<file path="src/hdl/cpr_pkg.sv">
`timescale 1ns / 1ps
// Package for the clock page replacement unit: widths, defaults, controller
// states and the command and status structs between controller and datapath.
// Depends on nothing.
package cpr_pkg;

  localparam int FRAMES_DEF    = 16;
  localparam int PAGE_BITS_DEF = 16;

  localparam int PAGE_W  = 16;
  localparam int FRAME_W = 4;
  localparam int TOTAL_W = 32;
  localparam int CFG_W   = 5;

  localparam logic [CFG_W-1:0] FRAME_COUNT_RESET = 5'd16;

  typedef enum logic [2:0] {
    ST_IDLE,
    ST_SCAN,
    ST_MISS,
    ST_SWEEP,
    ST_EVICT,
    ST_RESP
  } cpr_state_t;

  typedef struct packed {
    logic load;
    logic scan_next;
    logic do_hit;
    logic do_fill;
    logic sweep_clear;
    logic sweep_found;
    logic do_evict;
    logic emit;
  } cpr_cmd_t;

  typedef struct packed {
    logic used_zero;
    logic match;
    logic scan_last;
    logic full;
    logic use_set;
    logic out_free;
  } cpr_status_t;

endpackage

</file>
<file path="src/hdl/cpr_req_if.sv">
`timescale 1ns / 1ps
// Request channel of the clock page replacement unit: valid, ready and the
// referenced page. Depends on cpr_pkg for the payload widths.
interface cpr_req_if;
  logic                        valid;
  logic                        ready;
  logic [cpr_pkg::PAGE_W-1:0]  page;
  logic                        last_ref;

  modport source (output valid, output page, output last_ref, input ready);
  modport sink (input valid, input page, input last_ref, output ready);
endinterface

</file>
<file path="src/hdl/cpr_rsp_if.sv">
`timescale 1ns / 1ps
// Result channel of the clock page replacement unit: valid, ready and the
// outcome of one reference. Depends on cpr_pkg for the payload widths.
interface cpr_rsp_if;
  logic                         valid;
  logic                         ready;
  logic                         hit;
  logic                         fault;
  logic [cpr_pkg::FRAME_W-1:0]  frame;
  logic [cpr_pkg::PAGE_W-1:0]   evicted_page;
  logic [cpr_pkg::TOTAL_W-1:0]  fault_total;
  logic                         last_out;

  modport source (output valid, output hit, output fault, output frame,
                  output evicted_page, output fault_total, output last_out,
                  input ready);
  modport sink (input valid, input hit, input fault, input frame,
                input evicted_page, input fault_total, input last_out,
                output ready);
endinterface

</file>
<file path="src/hdl/clock_page_replacement_unit.sv">
`timescale 1ns / 1ps
// Top level of the clock (second-chance) page replacement unit.
// Depends on cpr_pkg, cpr_req_if, cpr_rsp_if, cpr_ctrl and cpr_datapath.
//
// Usage:
//   req carries one page reference per request (page, last_ref); rsp carries
//   one result per request (hit, fault, frame, evicted_page, fault_total,
//   last_out). Both use valid/ready; a transfer happens when both are high.
//   cfg_wr_en with cfg_wr_data sets the frame count and flushes the resident
//   set; write it only while no request is in flight.
// Steps: a hit scans the resident frames in order until the page matches; a
//   fill scans them all, then takes the next free frame; a replacement scans
//   them all, then the hand clears set use bits and moves on until it reaches
//   a clear one, whose frame is refilled and whose old page is evicted.
//   The frame memory is scanned one entry per cycle through its single read
//   port, and the hand examines one use bit per cycle.
// Reset clears the use bits, fill count, hand and fault counter at once and
// sets the frame count to 16; there is no clearing pass. A result sits in the
// output register until taken; a stalled receiver holds the unit in its
// response step, and the next request is accepted once the result moves.
module clock_page_replacement_unit #(
  parameter int FRAMES    = cpr_pkg::FRAMES_DEF,
  parameter int PAGE_BITS = cpr_pkg::PAGE_BITS_DEF
) (
  input  logic                      clk,
  input  logic                      rst,
  input  logic                      cfg_wr_en,
  input  logic [cpr_pkg::CFG_W-1:0] cfg_wr_data,
  cpr_req_if.sink                   req,
  cpr_rsp_if.source                 rsp
);

  cpr_pkg::cpr_cmd_t    cmd;
  cpr_pkg::cpr_status_t st;

  cpr_ctrl u_ctrl (
    .clk      (clk),
    .rst      (rst),
    .in_valid (req.valid),
    .in_ready (req.ready),
    .st       (st),
    .cmd      (cmd)
  );

  cpr_datapath #(
    .FRAMES    (FRAMES),
    .PAGE_BITS (PAGE_BITS)
  ) u_datapath (
    .clk         (clk),
    .rst         (rst),
    .cfg_wr_en   (cfg_wr_en),
    .cfg_wr_data (cfg_wr_data),
    .in_page     (req.page),
    .in_last     (req.last_ref),
    .cmd         (cmd),
    .st          (st),
    .out_ready   (rsp.ready),
    .out_valid   (rsp.valid),
    .out_hit     (rsp.hit),
    .out_fault   (rsp.fault),
    .out_frame   (rsp.frame),
    .out_evicted (rsp.evicted_page),
    .out_total   (rsp.fault_total),
    .out_last    (rsp.last_out)
  );

endmodule

</file>
<file path="src/hdl/cpr_ctrl.sv">
`timescale 1ns / 1ps
// Controller state machine of the clock page replacement unit.
// Depends on cpr_pkg for the state type and the command and status structs.
module cpr_ctrl (
  input  logic                 clk,
  input  logic                 rst,
  input  logic                 in_valid,
  output logic                 in_ready,
  input  cpr_pkg::cpr_status_t st,
  output cpr_pkg::cpr_cmd_t    cmd
);

  cpr_pkg::cpr_state_t state;
  cpr_pkg::cpr_state_t state_next;

  always_ff @(posedge clk) begin
    if (rst) begin
      state <= cpr_pkg::ST_IDLE;
    end else begin
      state <= state_next;
    end
  end

  always_comb begin
    state_next = state;
    unique case (state)
      cpr_pkg::ST_IDLE: begin
        if (in_valid) begin
          state_next = st.used_zero ? cpr_pkg::ST_MISS : cpr_pkg::ST_SCAN;
        end
      end
      cpr_pkg::ST_SCAN: begin
        if (st.match) begin
          state_next = cpr_pkg::ST_RESP;
        end else if (st.scan_last) begin
          state_next = cpr_pkg::ST_MISS;
        end
      end
      cpr_pkg::ST_MISS: begin
        state_next = st.full ? cpr_pkg::ST_SWEEP : cpr_pkg::ST_RESP;
      end
      cpr_pkg::ST_SWEEP: begin
        if (!st.use_set) begin
          state_next = cpr_pkg::ST_EVICT;
        end
      end
      cpr_pkg::ST_EVICT: begin
        state_next = cpr_pkg::ST_RESP;
      end
      cpr_pkg::ST_RESP: begin
        if (st.out_free) begin
          state_next = cpr_pkg::ST_IDLE;
        end
      end
      default: begin
        state_next = cpr_pkg::ST_IDLE;
      end
    endcase
  end

  always_comb begin
    cmd      = '0;
    in_ready = 1'b0;
    unique case (state)
      cpr_pkg::ST_IDLE: begin
        in_ready = 1'b1;
        cmd.load = in_valid;
      end
      cpr_pkg::ST_SCAN: begin
        cmd.do_hit    = st.match;
        cmd.scan_next = !st.match && !st.scan_last;
      end
      cpr_pkg::ST_MISS: begin
        cmd.do_fill = !st.full;
      end
      cpr_pkg::ST_SWEEP: begin
        cmd.sweep_clear = st.use_set;
        cmd.sweep_found = !st.use_set;
      end
      cpr_pkg::ST_EVICT: begin
        cmd.do_evict = 1'b1;
      end
      cpr_pkg::ST_RESP: begin
        cmd.emit = st.out_free;
      end
      default: begin
        cmd = '0;
      end
    endcase
  end

endmodule

</file>
<file path="src/hdl/cpr_datapath.sv">
`timescale 1ns / 1ps
// Datapath of the clock page replacement unit: frame page memory, use bits,
// hand, counters, result and output registers. Depends on cpr_pkg.
module cpr_datapath #(
  parameter int FRAMES    = cpr_pkg::FRAMES_DEF,
  parameter int PAGE_BITS = cpr_pkg::PAGE_BITS_DEF
) (
  input  logic                          clk,
  input  logic                          rst,
  input  logic                          cfg_wr_en,
  input  logic [cpr_pkg::CFG_W-1:0]     cfg_wr_data,
  input  logic [cpr_pkg::PAGE_W-1:0]    in_page,
  input  logic                          in_last,
  input  cpr_pkg::cpr_cmd_t             cmd,
  output cpr_pkg::cpr_status_t          st,
  input  logic                          out_ready,
  output logic                          out_valid,
  output logic                          out_hit,
  output logic                          out_fault,
  output logic [cpr_pkg::FRAME_W-1:0]   out_frame,
  output logic [cpr_pkg::PAGE_W-1:0]    out_evicted,
  output logic [cpr_pkg::TOTAL_W-1:0]   out_total,
  output logic                          out_last
);

  localparam int IDX_W = (FRAMES > 1) ? $clog2(FRAMES) : 1;
  localparam int CNT_W = $clog2(FRAMES + 1);
  localparam int KEY_W = (PAGE_BITS < cpr_pkg::PAGE_W) ? PAGE_BITS : cpr_pkg::PAGE_W;

  logic [cpr_pkg::CFG_W-1:0]   frame_count;
  logic [FRAMES-1:0]           use_bits;
  logic [CNT_W-1:0]            filled_count;
  logic [IDX_W-1:0]            hand;
  logic [cpr_pkg::TOTAL_W-1:0] fault_counter;

  logic [KEY_W-1:0]            key;
  logic                        last_ref;
  logic [IDX_W-1:0]            scan_idx;

  logic [KEY_W-1:0]            mem [FRAMES];
  logic [IDX_W-1:0]            rd_addr;
  logic [KEY_W-1:0]            rd_data;
  logic                        mem_we;
  logic [IDX_W-1:0]            mem_waddr;

  logic                        res_hit;
  logic                        res_fault;
  logic [IDX_W-1:0]            res_frame;
  logic [KEY_W-1:0]            res_evicted;
  logic [cpr_pkg::TOTAL_W-1:0] res_total;

  logic [CNT_W-1:0]            nf;
  logic [CNT_W-1:0]            used;
  logic [CNT_W-1:0]            hand_inc;
  logic [IDX_W-1:0]            hand_adv;
  logic [IDX_W-1:0]            fill_idx;
  logic [cpr_pkg::TOTAL_W-1:0] fault_inc;

  always_comb begin
    if (frame_count == '0) begin
      nf = CNT_W'(1);
    end else if (32'(frame_count) > FRAMES) begin
      nf = CNT_W'(FRAMES);
    end else begin
      nf = CNT_W'(frame_count);
    end
  end

  assign used      = (filled_count < nf) ? filled_count : nf;
  assign hand_inc  = CNT_W'(hand) + CNT_W'(1);
  assign hand_adv  = (hand_inc >= nf) ? '0 : IDX_W'(hand_inc);
  assign fill_idx  = IDX_W'(used);
  assign fault_inc = (fault_counter == '1) ? fault_counter : fault_counter + 32'd1;

  assign st.used_zero = (used == '0);
  assign st.match     = (rd_data == key);
  assign st.scan_last = (CNT_W'(scan_idx) == used - CNT_W'(1));
  assign st.full      = (used >= nf);
  assign st.use_set   = use_bits[hand];
  assign st.out_free  = !out_valid || out_ready;

  always_comb begin
    priority if (cmd.sweep_found) begin
      rd_addr = hand;
    end else if (cmd.scan_next) begin
      rd_addr = scan_idx + IDX_W'(1);
    end else begin
      rd_addr = '0;
    end
  end

  assign mem_we    = cmd.do_fill || cmd.do_evict;
  assign mem_waddr = cmd.do_fill ? fill_idx : hand;

  always_ff @(posedge clk) begin
    if (mem_we) begin
      mem[mem_waddr] <= key;
    end
    rd_data <= mem[rd_addr];
  end

  always_ff @(posedge clk) begin
    if (rst) begin
      frame_count   <= cpr_pkg::FRAME_COUNT_RESET;
      use_bits      <= '0;
      filled_count  <= '0;
      hand          <= '0;
      fault_counter <= '0;
      out_valid     <= 1'b0;
    end else begin
      if (cfg_wr_en) begin
        frame_count  <= cfg_wr_data;
        use_bits     <= '0;
        filled_count <= '0;
        hand         <= '0;
      end
      if (cmd.do_hit) begin
        use_bits[scan_idx] <= 1'b1;
      end
      if (cmd.do_fill) begin
        use_bits[fill_idx] <= 1'b1;
        filled_count       <= used + CNT_W'(1);
      end
      if (cmd.sweep_clear) begin
        use_bits[hand] <= 1'b0;
        hand           <= hand_adv;
      end
      if (cmd.do_evict) begin
        use_bits[hand] <= 1'b1;
        hand           <= hand_adv;
        fault_counter  <= fault_inc;
      end
      if (cmd.emit) begin
        out_valid <= 1'b1;
      end else if (out_ready) begin
        out_valid <= 1'b0;
      end
      // The final reference of a stream returns the set to its reset state.
      if (cmd.emit && last_ref) begin
        use_bits      <= '0;
        filled_count  <= '0;
        hand          <= '0;
        fault_counter <= '0;
      end
    end
  end

  always_ff @(posedge clk) begin
    if (cmd.load) begin
      key      <= KEY_W'(in_page);
      last_ref <= in_last;
      scan_idx <= '0;
    end
    if (cmd.scan_next) begin
      scan_idx <= scan_idx + IDX_W'(1);
    end
    if (cmd.do_hit) begin
      res_hit     <= 1'b1;
      res_fault   <= 1'b0;
      res_frame   <= scan_idx;
      res_evicted <= '0;
      res_total   <= fault_counter;
    end
    if (cmd.do_fill) begin
      res_hit     <= 1'b0;
      res_fault   <= 1'b0;
      res_frame   <= fill_idx;
      res_evicted <= '0;
      res_total   <= fault_counter;
    end
    if (cmd.do_evict) begin
      res_hit     <= 1'b0;
      res_fault   <= 1'b1;
      res_frame   <= hand;
      res_evicted <= rd_data;
      res_total   <= fault_inc;
    end
    if (cmd.emit) begin
      out_hit     <= res_hit;
      out_fault   <= res_fault;
      out_frame   <= cpr_pkg::FRAME_W'(res_frame);
      out_evicted <= cpr_pkg::PAGE_W'(res_evicted);
      out_total   <= res_total;
      out_last    <= last_ref;
    end
  end

  a_filled_bound: assert property (@(posedge clk) disable iff (rst)
    filled_count <= nf)
    else $error("filled frame count exceeds active frame count");

  a_hand_bound: assert property (@(posedge clk) disable iff (rst)
    CNT_W'(hand) < nf)
    else $error("hand points past the active frames");

  a_hit_no_fault: assert property (@(posedge clk) disable iff (rst)
    out_valid |-> !(out_hit && out_fault))
    else $error("result marks both a hit and a fault");

  a_hit_no_evict: assert property (@(posedge clk) disable iff (rst)
    (out_valid && !out_fault) |-> (out_evicted == '0))
    else $error("evicted page reported without a replacement");

  a_evict_full: assert property (@(posedge clk) disable iff (rst)
    cmd.do_evict |-> (used == nf))
    else $error("replacement while a free frame remains");

endmodule
</file>
<file path="src/flat_wrapper.sv">
// flat-port wrapper written by rule: the top's interface ports become plain ports
module clock_page_replacement_unit_flat 
#(
  parameter int FRAMES    = cpr_pkg::FRAMES_DEF,
  parameter int PAGE_BITS = cpr_pkg::PAGE_BITS_DEF
)
  (clk, rst, cfg_wr_en, cfg_wr_data, req_valid, req_page, req_last_ref, req_ready, rsp_valid, rsp_hit, rsp_fault, rsp_frame, rsp_evicted_page, rsp_fault_total, rsp_last_out, rsp_ready);
  cpr_req_if req_i ();
  cpr_rsp_if rsp_i ();
  input  logic clk;
  input  logic rst;
  input  logic cfg_wr_en;
  input  logic [cpr_pkg::CFG_W-1:0] cfg_wr_data;
  input wire logic [$bits(req_i.valid)-1:0] req_valid;
  input wire logic [$bits(req_i.page)-1:0] req_page;
  input wire logic [$bits(req_i.last_ref)-1:0] req_last_ref;
  output wire logic [$bits(req_i.ready)-1:0] req_ready;
  output wire logic [$bits(rsp_i.valid)-1:0] rsp_valid;
  output wire logic [$bits(rsp_i.hit)-1:0] rsp_hit;
  output wire logic [$bits(rsp_i.fault)-1:0] rsp_fault;
  output wire logic [$bits(rsp_i.frame)-1:0] rsp_frame;
  output wire logic [$bits(rsp_i.evicted_page)-1:0] rsp_evicted_page;
  output wire logic [$bits(rsp_i.fault_total)-1:0] rsp_fault_total;
  output wire logic [$bits(rsp_i.last_out)-1:0] rsp_last_out;
  input wire logic [$bits(rsp_i.ready)-1:0] rsp_ready;
  assign req_i.valid = req_valid;
  assign req_i.page = req_page;
  assign req_i.last_ref = req_last_ref;
  assign req_ready = req_i.ready;
  assign rsp_valid = rsp_i.valid;
  assign rsp_hit = rsp_i.hit;
  assign rsp_fault = rsp_i.fault;
  assign rsp_frame = rsp_i.frame;
  assign rsp_evicted_page = rsp_i.evicted_page;
  assign rsp_fault_total = rsp_i.fault_total;
  assign rsp_last_out = rsp_i.last_out;
  assign rsp_i.ready = rsp_ready;
  clock_page_replacement_unit #(.FRAMES(FRAMES), .PAGE_BITS(PAGE_BITS)) u_core (.clk(clk), .rst(rst), .cfg_wr_en(cfg_wr_en), .cfg_wr_data(cfg_wr_data), .req(req_i), .rsp(rsp_i));
endmodule
</file>
<file path="config.mk">
export PLATFORM = sky130hd
export DESIGN_NAME = clock_page_replacement_unit_flat
export DESIGN_NICKNAME = d
export VERILOG_FILES = /design/src/hdl/cpr_pkg.sv /design/src/hdl/cpr_req_if.sv /design/src/hdl/cpr_rsp_if.sv /design/src/hdl/clock_page_replacement_unit.sv /design/src/hdl/cpr_ctrl.sv /design/src/hdl/cpr_datapath.sv /design/src/flat_wrapper.sv
export SDC_FILE = /design/constraint.sdc
export NUM_CORES = 1
export LEC_CHECK = 0
export BUFFER_PORTS_ARGS = -buffer_cell sky130_fd_sc_hd__buf_4
export CAP_MARGIN = 20
export CELL_PAD_IN_SITES_DETAIL_PLACEMENT = 1
export CELL_PAD_IN_SITES_GLOBAL_PLACEMENT = 2
export CORE_MARGIN = 4
export CORE_UTILIZATION = 25
export DETAILED_ROUTE_END_ITERATION = 10
export HOLD_SLACK_MARGIN = 0.06
export MAX_ROUTING_LAYER = met4
export PLACE_DENSITY = 0.57
export SLEW_MARGIN = 25
export SYNTH_ARGS = -nofsm -noshare
export SYNTH_HDL_FRONTEND = slang
export SYNTH_SLANG_ARGS = --single-unit
</file>
<file path="constraint.sdc">
create_clock -name clk -period 7.6 [get_ports clk]
set_input_delay 0 -clock clk [delete_from_list [all_inputs] [get_ports clk]]
set_output_delay 0 -clock clk [all_outputs]
set_load 0.02 [all_outputs]
</file>
==> run summary, run 1 <==
CP Launch Type: flip-flop
Post-layout nets: 1574
CP bufs+invs: 3
R2R Path Start: u_core.u_datapath.frame_count[2]$_SDFFE_PP0P_
multiplexer share of the synthesized area: 0.0435
crit path max fanout: 63
Simple-Gate Fraction of Synth Area: 0.103
Core ar.: 75900 sq um
worst path cell trace: nor2b_1, inv_1, ha_1, a211oi_2, o21a_1, a21oi_1, a31oi_1, inv_1, ha_1, xnor2_1, o211ai_1, a211oi_1, o22ai_2, a21oi_2, a21boi_4, buf_4, mux2i_1, a221oi_1, or4_1
1st-pass router iterations: 5
global-route wire length before repair: 82000 um
vias in the first global route: 12500
Die Y: 285 um
Worst Hold Class: primary input to flip-flop
Levels on crit path: 19
IO Port Bufs: 83
hold depth: 2
mapped cell area: 19200 sq um
max_slew headroom: 0.318
Max VDD drop: 0.264 mV
status: finished, final reports clean
CP Class: flip-flop to flip-flop
Synth cell types: 68
P_leak: 8.21 nW
Crit path required time: 8060 ps
slew at the pin closest to its max-slew limit: 1020 ps
# IOs: 84
Syn-to-layout area delta: 20.7%
Synth Area per Inst: 13.9 sq um
crit path max-delay cell type: buf_4
synthesized net count: 1437
crit-path leading delay family: compound AO/OA/AOI/OAI gates
Vias: 11800
Warnings, synthesis: 0
Endpoint, Worst Hold: u_core.u_datapath.key[0]$_DFFE_PP_
root buffer cell: clkbuf_16
XOR/XNOR Fraction of Synth Area: 0.0290
cell taking the most area after synthesis: edfxtp_1
Synth area leaders: edfxtp_1 60%, dfxtp_1 8.8%, mux2i_1 3.8%
worst reg-to-reg path cell count: 19
drt wl/cell: 21.0 um
sequential-to-total area share from yosys stat: 0.689
Initial Util: 0.252
total wire length: 54600 um
Power Density: 345 nW/um^2
Final Hold Fails: 0
Final min period: 6170 ps
Worst-path clk slew: 60 ps
final design utilization: 0.305
ys flop type: edfxtp_1
Die Wd: 285 um
Seq cells post-synth: 468
Via density: 4.56
Post-synth EDFFs: 384
setup violators final: 0
Yosys top cell area share: 0.601
post-detailed-route count of antenna-violating nets: 0
R2R setup slack: 1430 ps
H-Tree Depth: 2
FILL cells: 8075
largest net degree at the start of global routing: 65
DP HPWL: 34300 um
async set-reset flop share out of synthesis: 0
Max-Cap Viols: 0
Synth Area in Adders: 0.0183
share of cells above drive strength 1: 0.152
Worst Clk Skew: 13.6 ps
RSZ-0062 raised after global routing: no
Syn Inst Count: 1382
post-synthesis compound-gate area fraction: 0.0950
worst skew pair latency: 590 ps
Hold Crit Start: req_page[0]
CTS tree: yes
initial antenna violation count: 2
routability cong.: 0.810
TritonCTS buffer count: 52
reg-to-reg endpoint: u_core.u_datapath.rd_data[11]$_DFF_P_
largest family of logic cells by synthesized area: simple AND/OR/NAND/NOR gates
initial DRC count: 834
Die ar.: 81200 sq um
final period utilization: 0.812
Sum Neg Setup Slack: 0 ps
maximum buffer depth of the clock tree: 3
CP peak stage delay: 720 ps
Cell Rows: 101
Residual DRC: 0
GRT overflow: 0
Resize count post-CTS: 0
Worst Path Arrival: 6640 ps
endpoint class of the critical path: flip-flop
total track usage: 0.136
f_max: 162 MHz
Final Max Slew Viols: 0
Clock Sinks: 468
Yosys cell counts, drive strengths merged, types with 23 or more instances:
library cell	n
nand2	120
clkbuf	36
a21oi	103
edfxtp	384
nor2b	54
mux2i	72
ha	28
xnor2	43
o21ai	29
nand3	24
nor2	71
inv	26
a221oi	62
dfxtp	84
buf	34
and3	23
state kept, by name, summed over array words and instances, names as in the netlist, 32 cells and up:
name,cells
u_core.u_datapath.fault_counter,32
u_core.u_datapath.out_total,32
u_core.u_datapath.mem,256
u_core.u_datapath.res_total,32
layout make-up:
cell class	instances	area [sq um]	area share
antenna	2	5.00	0.000216
clock inverter	30	245	0.0106
inverter	26	97.6	0.00422
tap	1030	1290	0.0557
multi-input combinational	818	5640	0.244
sequential	468	13200	0.571
timing repair buffer	153	1240	0.0536
clock buffer	68	1410	0.0610
metal layers:
| layer | routed length (um) | track usage |
|---|---|---|
| met1 | 25600 | 0.181 |
| met4 | 1220 | 0.0349 |
| met5 | 0 | - |
| met2 | 25700 | 0.218 |
| met3 | 2100 | 0.0221 |
per-stage QoR:
stage | hold slack, ps | total power, mW | instance area [sq um] | cells | setup WS (ps)
4_1_cts | 94.6 | 8.11 | 23100 | 2593 | 1420
5_1_grt | 118 | 8.43 | 23100 | 2594 | 866
2_1_floorplan | 98.9 | 4.83 | 19200 | 1382 | 1750
6_report | 135 | 7.99 | 23100 | 2595 | 1430
3_3_place_gp | 179 | 5.57 | 21100 | 2458 | 1660
3_5_place_dp | 180 | 5.60 | 21100 | 2458 | 1450
timing repair:
action,CTS,global route
endpoints found under the setup margin,0,0
hold endpoints to repair,35,0
hold buffers,37,0
buffers inserted,0,0
power breakdown:
part / internal [mW] / switching (mW) / leakage, nW / total, mW
clock network: 1.42 / 1.04 / 0.808 / 2.46
registers: 3.20 / 0.294 / 4.18 / 3.50
logic: 0.703 / 1.33 / 3.22 / 2.04
layout by cell type (no fill, tap or decap), drive strengths merged, types with 37 or more instances in the layout:
cell type    netlist  final
dfxtp             84     84
a221oi            62     62
mux2i             72     72
clkbuf            36     68
nand2            120    120
nor2b             54     54
xnor2             43     43
dlygate4sd3        0     37
edfxtp           384    384
a21oi            103    103
nor2              71     71
buf               34    116
cells by family after synthesis:
kind of cell             Yosys count
AO/OA/AOI/OAI                    263
XOR/XNOR                          61
adder cells (fa/ha/maj)           28
buffers and inverters             96
flip-flops                       468
multiplexers                      78
AND/OR/NAND/NOR                  388
how the worst max path moves through the flow:
stage | slack (ps) | end | from
floorplan | 1750 | u_core.u_datapath.filled_count[1]$_SDFFE_PP0P_ | u_core.u_ctrl.state[1]$_SDFFE_PP0P_
global placement | 1660 | u_core.u_datapath.rd_data[9]$_DFF_P_ | u_core.u_datapath.frame_count[2]$_SDFFE_PP0P_
detailed placement | 1450 | u_core.u_datapath.rd_data[9]$_DFF_P_ | u_core.u_datapath.frame_count[2]$_SDFFE_PP0P_
CTS | 1420 | u_core.u_datapath.rd_data[9]$_DFF_P_ | u_core.u_datapath.frame_count[2]$_SDFFE_PP0P_
global route | 870 | u_core.u_datapath.rd_data[4]$_DFF_P_ | u_core.u_datapath.frame_count[2]$_SDFFE_PP0P_
finish | 1430 | u_core.u_datapath.rd_data[11]$_DFF_P_ | u_core.u_datapath.frame_count[2]$_SDFFE_PP0P_
No activity file was read; power rests on OpenSTA's default activity.
==> inputs of run 2 (changes only) <==
Clock period 7.6 ns to 5.7 ns, I/O delays scaled along.
==> run summary, run 2 (synthesis results as in run 1) <==
share of cells above drive strength 1: 0.182
f_max: 190 MHz
Die Y: 285 um
vias in the first global route: 12900
Core ar.: 75900 sq um
setup violators final: 0
R2R setup slack: 430 ps
root buffer cell: clkbuf_16
ant diodes: 0
Cell Rows: 101
non-filler cells in the finished layout: 2646
Placement Setup Slack: 205 ps
Syn-to-layout area delta: 25.1%
1st-pass router iterations: 5
DP HPWL: 38100 um
Reg with most FFs: u_core.u_datapath.mem
Die Wd: 285 um
Final Power: 11.5 mW
total wire length: 57200 um
Max VDD drop: 0.248 mV
CTS tree: yes
worst skew pair latency: 640 ps
crit path max fanout: 28
Final Hold Fails: 0
post-detailed-route count of antenna-violating nets: 0
Post-layout nets: 1624
Worst-path clk slew: 60 ps
Crit path required time: 6180 ps
Clock Sinks: 468
Initial Util: 0.252
Final min period: 5270 ps
total track usage: 0.142
Worst Hold Class: primary input to flip-flop
max_slew headroom: 0.308
CP Class: flip-flop to flip-flop
routability cong.: 0.813
final period utilization: 0.925
commonest non-fill, non-tap cells in the layout: 384 x edfxtp_1, 140 x buf_4, 118 x nand2_1, 102 x a21oi_1, 84 x dfxtp_1
endpoint class of the critical path: flip-flop
# IOs: 84
commonest non-fill, non-tap cell in the layout: edfxtp_1
H-Tree Depth: 2
status: finished, final reports clean
Cell Count Post-Placement: 2496
Vias: 12200
max reg flops: 256
Residual DRC: 0
largest net degree at the start of global routing: 58
GRT overflow: 0
initial DRC count: 804
Power Density: 479 nW/um^2
TritonCTS buffer count: 55
initial antenna violation count: 0
CP Launch Type: flip-flop
Die ar.: 81200 sq um
P_leak: 8.63 nW
drt wl/cell: 21.6 um
final worst slack: 427 ps
IO Port Bufs: 83
slew at the pin closest to its max-slew limit: 1030 ps
Worst Clk Skew: 51.2 ps
global-route wire length before repair: 86100 um
Via density: 4.63
Final Max Slew Viols: 0
Worst Path Arrival: 5750 ps
maximum buffer depth of the clock tree: 3
Max-Cap Viols: 0
run 2: changes by cell type in the layout (fill, tap and decap cells not counted), sizes merged:
cell / change
diode: -2
clkbuf: +5
bufinv: +7
dlygate4sd3: +7
clkinv: -3
inv: -2
buf: +39
run 2: final cells by class:
| type | instances | area [sq um] |
|---|---|---|
| Clock inverter | 32 | 469 |
| Fill cell | 7993 | 52000 |
| Multi-Input combinational cell | 818 | 5650 |
| Inverter | 26 | 97.6 |
| Timing Repair Buffer | 200 | 1810 |
| Tap cell | 1030 | 1290 |
| Clock buffer | 72 | 1470 |
| Sequential cell | 468 | 13200 |
run 2: path summary, 6_finish.rpt:
kind	start	endpoint	cells after the start
worst max-delay path	u_core.u_datapath.frame_count[2]$_SDFFE_PP0P_	u_core.u_datapath.rd_data[13]$_DFF_P_	18
worst min-delay path	req_page[2]	u_core.u_datapath.key[2]$_DFFE_PP_	2
worst max register to register	u_core.u_datapath.frame_count[2]$_SDFFE_PP0P_	u_core.u_datapath.rd_data[13]$_DFF_P_	18
worst min register to register	u_core.u_datapath.res_total[23]$_DFFE_PP_	u_core.u_datapath.out_total[23]$_DFFE_PP_	0
run 2: metal layers:
| metal | wire length [um] | share of wire | track usage |
|---|---|---|---|
| met5 | 0 | 0 | - |
| met4 | 1230 | 0.021 | 0.0337 |
| met3 | 2430 | 0.042 | 0.0229 |
| met2 | 27200 | 0.48 | 0.231 |
| met1 | 26300 | 0.46 | 0.188 |
run 2: through the flow:
step / utilization / cell area (sq um) / hold WS, ps / setup TNS, ps
finish: 0.316 / 24000 / 122 / 0
global route: 0.316 / 24000 / 99.3 / -12.1
CTS: 0.315 / 23900 / 79.5 / 0
detailed placement: 0.284 / 21600 / 180 / 0
global placement: 0.284 / 21500 / 179 / 0
floorplan: - / 19200 / 98.9 / 0
run 2: report_power, final:
| group | total (mW) | leakage, nW | internal, mW | switching, mW |
|---|---|---|---|---|
| combinational | 3.15 | 3.51 | 1.14 | 2.01 |
| sequential | 4.58 | 4.18 | 4.26 | 0.317 |
| clock | 3.76 | 0.944 | 2.28 | 1.47 |
| total | 11.5 | 8.63 | 7.69 | 3.80 |
run 2: timing repair:
action,4_1_cts,5_1_grt
setup endpoints to repair,0,15
buffers inserted,0,1
hold endpoints to repair,35,0
gates resized for setup,0,4
hold buffers,44,0
run 2: worst max-delay path, stage by stage, from the launching register on:
cell,delay (ps)
dfxtp_1,410
nor2b_2,250
inv_1,130
ha_1,320
a211oi_2,300
o21a_2,280
a21oi_1,90
a31oi_1,210
buf_4,180
ha_1,250
or4b_1,460
o211ai_1,110
a211oi_1,80
o22ai_2,310
a32oi_2,230
o21ai_4,340
buf_4,440
a221oi_1,190
or4_1,530
